### src/hw/rtl/vrss_pkg.sv
// Shared types, constants and helpers of the vertex repel/spring core.
package vrss_pkg;

    // request kinds
    typedef enum logic [1:0] {
        REQ_LOAD  = 2'd0,
        REQ_HIT   = 2'd1,
        REQ_TICK  = 2'd2,
        REQ_READ  = 2'd3
    } t_req;

    // result status codes
    localparam logic [1:0] ST_OK     = 2'd0;
    localparam logic [1:0] ST_FULL   = 2'd1;
    localparam logic [1:0] ST_NOLOAD = 2'd2;

    // configuration register indexes
    localparam logic CFG_BOUND_X = 1'b0;
    localparam logic CFG_BOUND_Y = 1'b1;

    localparam int W       = 24;
    localparam int CFG_W   = 15;
    localparam int IDX_W   = 10;
    localparam int CNT_W   = 11;
    localparam logic [15:0] DECAY_Q16 = 16'd63570;

    // one queued request between front and back
    typedef struct packed {
        t_req                  req;
        logic signed [W-1:0]   cx;
        logic signed [W-1:0]   cy;
        logic [IDX_W-1:0]      idx;
    } t_cmd;

    // saturate a wide signed value to 24 bits
    function automatic logic signed [W-1:0] sat24(input logic signed [W+1:0] v);
        logic signed [W+1:0] lo;
        logic signed [W+1:0] hi;
        lo = -(26'sd1 <<< (W-1));
        hi = (26'sd1 <<< (W-1)) - 26'sd1;
        if (v < lo) sat24 = lo[W-1:0];
        else if (v > hi) sat24 = hi[W-1:0];
        else sat24 = v[W-1:0];
    endfunction

    // absolute value, one bit wider
    function automatic logic [W:0] mag(input logic signed [W:0] v);
        mag = v[W] ? (~v + 1'b1) : v;
    endfunction

endpackage

### src/hw/rtl/vrss_front.sv
// Front end: accept request words and queue them for the back end.
module vrss_front #(
    parameter int DEPTH = 2
) (
    input  logic                         i_clk,
    input  logic                         i_rst_n,
    input  logic                         i_valid,
    output logic                         o_ready,
    input  vrss_pkg::t_cmd               i_cmd,
    output logic                         o_valid,
    input  logic                         i_ready,
    output vrss_pkg::t_cmd               o_cmd
);
    localparam int AW = (DEPTH > 1) ? $clog2(DEPTH) : 1;
    vrss_pkg::t_cmd r_q [DEPTH];
    logic [AW-1:0]  r_wp, r_rp;
    logic [AW:0]    r_cnt;
    logic           push, pop;

    assign o_ready = (r_cnt != (AW+1)'(DEPTH));
    assign o_valid = (r_cnt != '0);
    assign o_cmd   = r_q[r_rp];
    assign push    = i_valid && o_ready;
    assign pop     = o_valid && i_ready;

    // hold queue entries
    always_ff @(posedge i_clk) begin
        if (push) r_q[r_wp] <= i_cmd;
    end

    // advance pointers
    always_ff @(posedge i_clk) begin
        if (!i_rst_n) begin
            r_wp <= '0; r_rp <= '0; r_cnt <= '0;
        end else begin
            if (push) r_wp <= (r_wp == AW'(DEPTH-1)) ? '0 : r_wp + 1'b1;
            if (pop)  r_rp <= (r_rp == AW'(DEPTH-1)) ? '0 : r_rp + 1'b1;
            r_cnt <= r_cnt + (AW+1)'(push) - (AW+1)'(pop);
        end
    end

    a_cnt_le: assert property (@(posedge i_clk) disable iff (!i_rst_n)
        r_cnt <= (AW+1)'(DEPTH)) else $error("queue overfilled");
    a_push_cnt: assert property (@(posedge i_clk) disable iff (!i_rst_n)
        push && !pop |=> r_cnt == $past(r_cnt) + 1'b1) else $error("push lost");
    a_pop_cnt: assert property (@(posedge i_clk) disable iff (!i_rst_n)
        pop && !push |=> r_cnt == $past(r_cnt) - 1'b1) else $error("pop lost");
endmodule

### config.mk
export PLATFORM = sky130hd
export DESIGN_NAME = vrss_front
export DESIGN_NICKNAME = d
export VERILOG_FILES = /design/src/hw/rtl/vrss_pkg.sv /design/src/hw/rtl/vrss_front.sv
export SDC_FILE = /design/constraint.sdc
export NUM_CORES = 1
export LEC_CHECK = 0
export BUFFER_PORTS_ARGS = -buffer_cell sky130_fd_sc_hd__buf_2
export CAP_MARGIN = 5
export CORE_MARGIN = 3
export CORE_UTILIZATION = 54
export CTS_BUF_LIST = sky130_fd_sc_hd__clkbuf_8
export CTS_CLUSTER_SIZE = 28
export DETAILED_ROUTE_END_ITERATION = 7
export HOLD_SLACK_MARGIN = 0.03
export PLACE_DENSITY_LB_ADDON = 0.1
export SLEW_MARGIN = 20
export SYNTH_ARGS = -nofsm -noshare
export SYNTH_HDL_FRONTEND = slang
export SYNTH_SLANG_ARGS = --single-unit
### constraint.sdc
create_clock -name i_clk -period 3.6 [get_ports i_clk]
set_clock_uncertainty 0.05 [all_clocks]
set_input_delay 0.54 -clock i_clk [delete_from_list [all_inputs] [get_ports i_clk]]
set_output_delay 0.54 -clock i_clk [all_outputs]
set_load 0.005 [all_outputs]
==> impl_metrics.py, run 1 <==
metrics = {
    "status": {
        "status": "complete, no violations",
    },
    "timing": {
        "worstMarginPinSlew_ps": 683.7,
        "fin_crit_ps": 2406,
        "final-setup-viol-count": 0,
        "rsz0062_at_grt": "no",
        "maxSlewHeadroom_pct": 54.35,
        "timing.hold.ws_ps": 262.5,
        "drv_slew": 0,
        "setup_tns_ps": 0,
        "final_hold_viol_count": 0,
        "fmax_ghz": 0.4156,
        "period_share_pct": 66.83,
    },
    "clock_tree": {
        "cts_root_buf": "clkbuf_8",
        "clockBufferDepth": 2,
        "hold_buffers": 0,
        "path_clk_slew_ps": 70,
        "cts_setup_buffers": 0,
        "insertion_delay_ps": 410,
        "cts.sinks": 125,
        "htreeDepth": 4,
        "cts_resized": 0,
        "numCtsBuffers": 17,
        "cts_tree": "done",
    },
    "global_route": {
        "grt_max_degree": 48,
        "grt.overflow.total": 0,
        "first_global_vias": 2487,
        "grt_pass1_wl_mm": 11.80,
        "track_usage_pct": 16.30,
        "antenna_found_initial": 0,
    },
    "synthesis": {
        "ys_warn_count": 0,
        "synth_nets": 281,
        "avgSynthCellArea_um2": 21.36,
        "ys_seq_area_share_pct": 80.26,
        "ys_types": 25,
        "syn_area_mm2": 0.004614,
        "synthCells": 216,
        "ys_seq_elements": 125,
    },
    "critical_path": {
        "cpPeakStageDelay_ps": 550,
        "worstSetupPathType": "register to output pin",
        "worst-r2r-cell-count": 3,
        "crit_path_start_kind": "register",
        "setup.worst_path.end_class": "output pin",
        "crit_buf_inv": 2,
        "critPathArrivalTime_ps": 1820,
        "crit_chain": "buf_12 -> mux2_2 -> buf_2",
        "cp_top_family": "flip-flops",
        "path_max_fanout": 47,
        "cpMaxStageDelayCell": "dfxtp_2",
        "worst-path-stages": 3,
        "critPathRequiredTime_ps": 3010,
    },
    "drt": {
        "routed_wirelength_mm": 7.693,
        "detail_route.first_pass.iterations": 4,
        "dr_total_vias": 2384,
        "wl_met2_mm": 3.962,
        "route.detailed.drc": 0,
        "wl_per_cell_um": 16.23,
        "highest_layer": "met4",
        "drtIter0Drc": 82,
        "routed_via_density": 5.030,
        "drtAntennaViolNets": 0,
        "wl_met3_um": 541,
        "met1_length_mm": 3.145,
    },
    "floorplanning": {
        "rows": 33,
        "die-area_mm2": 0.009690,
        "initial_core_util_pct": 55.88,
        "die_y_um": 98.44,
        "core_mm2": 0.008258,
        "fp.dieW_um": 98.44,
        "ios": 126,
    },
    "power": {
        "power_density_mw_per_mm2": 641.8,
        "cellLeakagePower_nw": 2.185,
        "vdd_drop_max_mv": 0.3638,
    },
    "place": {
        "routabilityCongestion": 0.7628,
        "hpwlAfterDp_mm": 5.026,
        "numPortBuffers": 125,
    },
    "cells_and_area": {
        "diodes": 0,
        "area_delta_synth_final_pct": 25.03,
        "nNetsFinal": 421,
        "drive_gt1_share_pct": 58.27,
        "finish.utilization_pct": 69.86,
        "nFillCells": 567,
    },
    "min_path": {
        "hp-class": "primary input to register",
        "min_path_cells": 1,
    },
    "run": {
        "cap_viol_max_count": 0,
    },
}
## registers in the layout (all words and copies together) (netlist names), named ones only
signal,cells
r_q,120
r_cnt,2
r_rp,1
r_wp,1
## cells in the mapped netlist, drive strengths merged
master / instances / share of area (%)
nand2b: 2 / 0.27
dfxtp: 5 / 2.2
nand3: 1 / 0.11
or2: 1 / 0.14
xnor2: 1 / 0.19
a21boi: 1 / 0.16
nor2: 2 / 0.16
a32oi: 1 / 0.19
ha: 1 / 0.27
nand3b: 1 / 0.16
and2: 3 / 0.41
buf: 7 / 1.6
mux2i: 1 / 0.22
a211oi: 1 / 0.16
inv: 1 / 0.081
o21ai: 2 / 0.22
and3: 1 / 0.14
nand2: 1 / 0.081
edfxtp: 120 / 78
mux2: 60 / 15
a21bo: 2 / 0.43
nor2b: 1 / 0.14
## path summary, 6_finish.rpt
check / startpoint / end / slack (ps)
worst min-delay path: i_cmd[57] / r_q[1][57] / 260
worst max-delay path: register / o_cmd[39] / 1190
worst max register to register: r_cnt[0] / r_q[1][19] / 1620
worst min register to register: r_wp / r_wp / 540
## through the flow
stage / instances / area [um2] / total power [mW] / setup slack, ps
floorplan: 216 / 4614 / 2.271 / 1042
CTS: 474 / 5769 / 3.754 / 1151
finish: 474 / 5769 / 3.703 / 1194
global route: 474 / 5769 / 3.887 / 1094
detailed placement: 442 / 5361 / 2.545 / 1558
global placement: 442 / 5361 / 2.532 / 1579
## logic make-up after synthesis
group / count (synthesis) / share of synthesized area (%)
flops: 125 / 80.26
mux: 61 / 14.86
simple gates: 13 / 1.600
buf+inv: 8 / 1.654
compound gates: 7 / 1.166
xor+xnor: 1 / 0.1898
fa+ha+maj: 1 / 0.2711
## cell usage in the layout (no fill, tap or decap), drive strengths merged, types with 2 or more instances in the layout
cell type,netlist,routed
clkinv,0,7
nor2,2,2
buf,7,128
edfxtp,120,120
clkbuf,0,17
and2,3,3
o21ai,2,2
mux2,60,60
a21bo,2,2
inv,1,4
dfxtp,5,5
nand2b,2,2
clkinvlp,0,2
bufinv,0,3
## routing by layer
layer | global-route usage (%) | up-vias
li1 | - | 1135
met1 | 19.24 | 1161
met2 | 27.56 | 84
met3 | 6.157 | 4
met4 | 5.672 | 0
met5 | 0 | -
## worst reg2reg max path: cells and delay by family (launching register included)
family	cells	cell delay, ps
buf+inv	1	320
simple gates	2	840
flops	1	460
## power breakdown
part | total [mW] | switching, mW | internal, mW
Sequential | 1.83 | 0.0597 | 1.77
Combinational | 0.674 | 0.310 | 0.364
Clock | 1.20 | 0.518 | 0.682
## area by class of cell
class	count	area [um2]	area share, %
clock inverters	15	173.9	3.015
multi-input cells	83	835.8	14.49
clock buffers	17	234.0	4.056
flip-flops and latches	125	3705	64.22
repair buffers	128	685.7	11.88
inverters	1	3.754	0.06506
well taps	105	131.4	2.277
Power figures use the tool's default switching activity.
==> run 2: changes to the inputs <==
==> constraint.sdc (replaced) <==
create_clock -name i_clk -period 2.3 [get_ports i_clk]
set_clock_uncertainty 0.05 [all_clocks]
set_input_delay 0.345 -clock i_clk [delete_from_list [all_inputs] [get_ports i_clk]]
set_output_delay 0.345 -clock i_clk [all_outputs]
set_load 0.005 [all_outputs]
==> run 2 against run 1 <==
  * Combinational power rose by 59%
  * Power is 50% higher
  * Critical path depth unchanged
  * Sequential share of layout area up 0.51 points
  * Worst setup slack lost 1000 ps
  * Cell count grew 0.42%
  * Clock-buffer cell count stayed put
==> impl_metrics.py, run 2 (synthesis gave the netlist of run 1 again) <==
metrics = {
    "global_route": {
        "grt.overflow.total": 0,
        "track_usage_pct": 16.28,
        "use_met1_pct": 18.60,
        "antenna_found_initial": 0,
        "use_met3_pct": 8.422,
        "grt_max_degree": 52,
        "grtUsageMet2_pct": 26.05,
        "first_global_vias": 2461,
        "busiest_layer": "met2",
        "grt_pass1_wl_mm": 11.85,
    },
    "clock_tree": {
        "cts_tree": "done",
        "insertion_delay_ps": 410,
        "htreeDepth": 4,
        "cts_setup_buffers": 0,
        "hold_buffers": 0,
        "cts_resized": 0,
        "clockBufferDepth": 2,
        "numCtsBuffers": 17,
        "cts.sinks": 125,
        "path_clk_slew_ps": 70,
        "cts_root_buf": "clkbuf_8",
    },
    "place": {
        "numPortBuffers": 125,
        "routabilityCongestion": 0.7227,
        "hpwlAfterDp_mm": 5.177,
        "dp.cells": 444,
    },
    "floorplanning": {
        "die_y_um": 98.44,
        "initial_core_util_pct": 55.88,
        "fp.dieW_um": 98.44,
        "core_mm2": 0.008258,
        "die-area_mm2": 0.009690,
        "rows": 33,
        "ios": 126,
    },
    "drt": {
        "routed_via_density": 5.034,
        "routed_wirelength_mm": 7.756,
        "drtAntennaViolNets": 0,
        "drtIter0Drc": 86,
        "wl_per_cell_um": 16.29,
        "dr_total_vias": 2396,
        "route.detailed.drc": 0,
        "detail_route.first_pass.iterations": 4,
    },
    "cells_and_area": {
        "nNetsFinal": 423,
        "drive_gt1_share_pct": 57.95,
        "layout_common_cells": "125 x buf_2, 120 x edfxtp_1, 54 x mux2_2, 17 x clkbuf_8, 6 x mux2_1",
        "fin_cells": 476,
        "top_regs": "r_q (120), r_cnt (2)",
        "largest_reg_flops": 120,
        "regMostFlops": "r_q",
        "finish.utilization_pct": 69.32,
        "area_delta_synth_final_pct": 24.05,
        "diodes": 0,
        "layout_commonest_cell": "buf_2",
    },
    "timing": {
        "worstMarginPinSlew_ps": 404.5,
        "rsz0062_at_grt": "no",
        "final_hold_viol_count": 0,
        "fin_crit_ps": 2135,
        "final-setup-viol-count": 0,
        "fmax_ghz": 0.4684,
        "period_share_pct": 92.82,
        "setup_tns_ps": 0,
        "drv_slew": 0,
        "maxSlewHeadroom_pct": 73.03,
    },
    "critical_path": {
        "setup.worst_path.end_class": "output pin",
        "path_max_fanout": 31,
        "critPathRequiredTime_ps": 1900,
        "critPathArrivalTime_ps": 1740,
        "crit_path_start_kind": "register",
        "worstSetupPathType": "register to output pin",
    },
    "power": {
        "vdd_drop_max_mv": 0.6989,
        "power_density_mw_per_mm2": 969.8,
        "cellLeakagePower_nw": 2.168,
    },
    "status": {
        "status": "complete, no violations",
    },
    "min_path": {
        "hp-class": "primary input to register",
    },
    "run": {
        "cap_viol_max_count": 0,
    },
}
## run 2: where the power goes
group | switching (mW) | internal [mW] | total (mW)
Combinational | 0.485 | 0.588 | 1.07
Sequential | 0.0941 | 2.77 | 2.86
Clock | 0.788 | 0.828 | 1.62
## run 2: layout make-up
cell class	instances	area [um2]
repair buffers	130	700.7
inverters	1	7.507
flip-flops and latches	125	3705
well taps	105	131.4
clock inverters	15	110.1
fillers	558	2534
clock buffers	17	234.0
multi-input cells	83	835.8
## run 2: metal layers
layer / vias to the layer above / share of wire, %
met5: - / 0
met4: 0 / 0.99
met3: 6 / 8.9
met2: 88 / 51
met1: 1162 / 40
li1: 1140 / -
## run 2: path summary, 6_finish.rpt
kind / start / end / slack [ps] / depth (start not counted)
hold / removal: i_cmd[35] / r_q[1][35] / 70 / 1
setup reg to reg: r_cnt[0] / r_q[0][18] / 510 / 4
hold reg to reg: r_wp / r_wp / 540 / 2
setup / recovery: register / o_cmd[54] / 170 / 3
## run 2: per-stage QoR
stage	cell area (um2)	power [mW]	worst slack [ps]	hold WS, ps
floorplan	4619	3.551	279.9	393.9
global placement	5380	3.991	555.7	483.5
detailed placement	5380	4.007	525.0	486.6
CTS	5724	5.632	109.7	33.85
global route	5724	5.829	64.56	33.39
finish	5724	5.551	165.0	69.60
## run 2: worst max-delay path, cell delays in order, from the launching register on
cell and delay, ps:
dfxtp_2 560, buf_12 260, mux2_2 370, buf_2 130
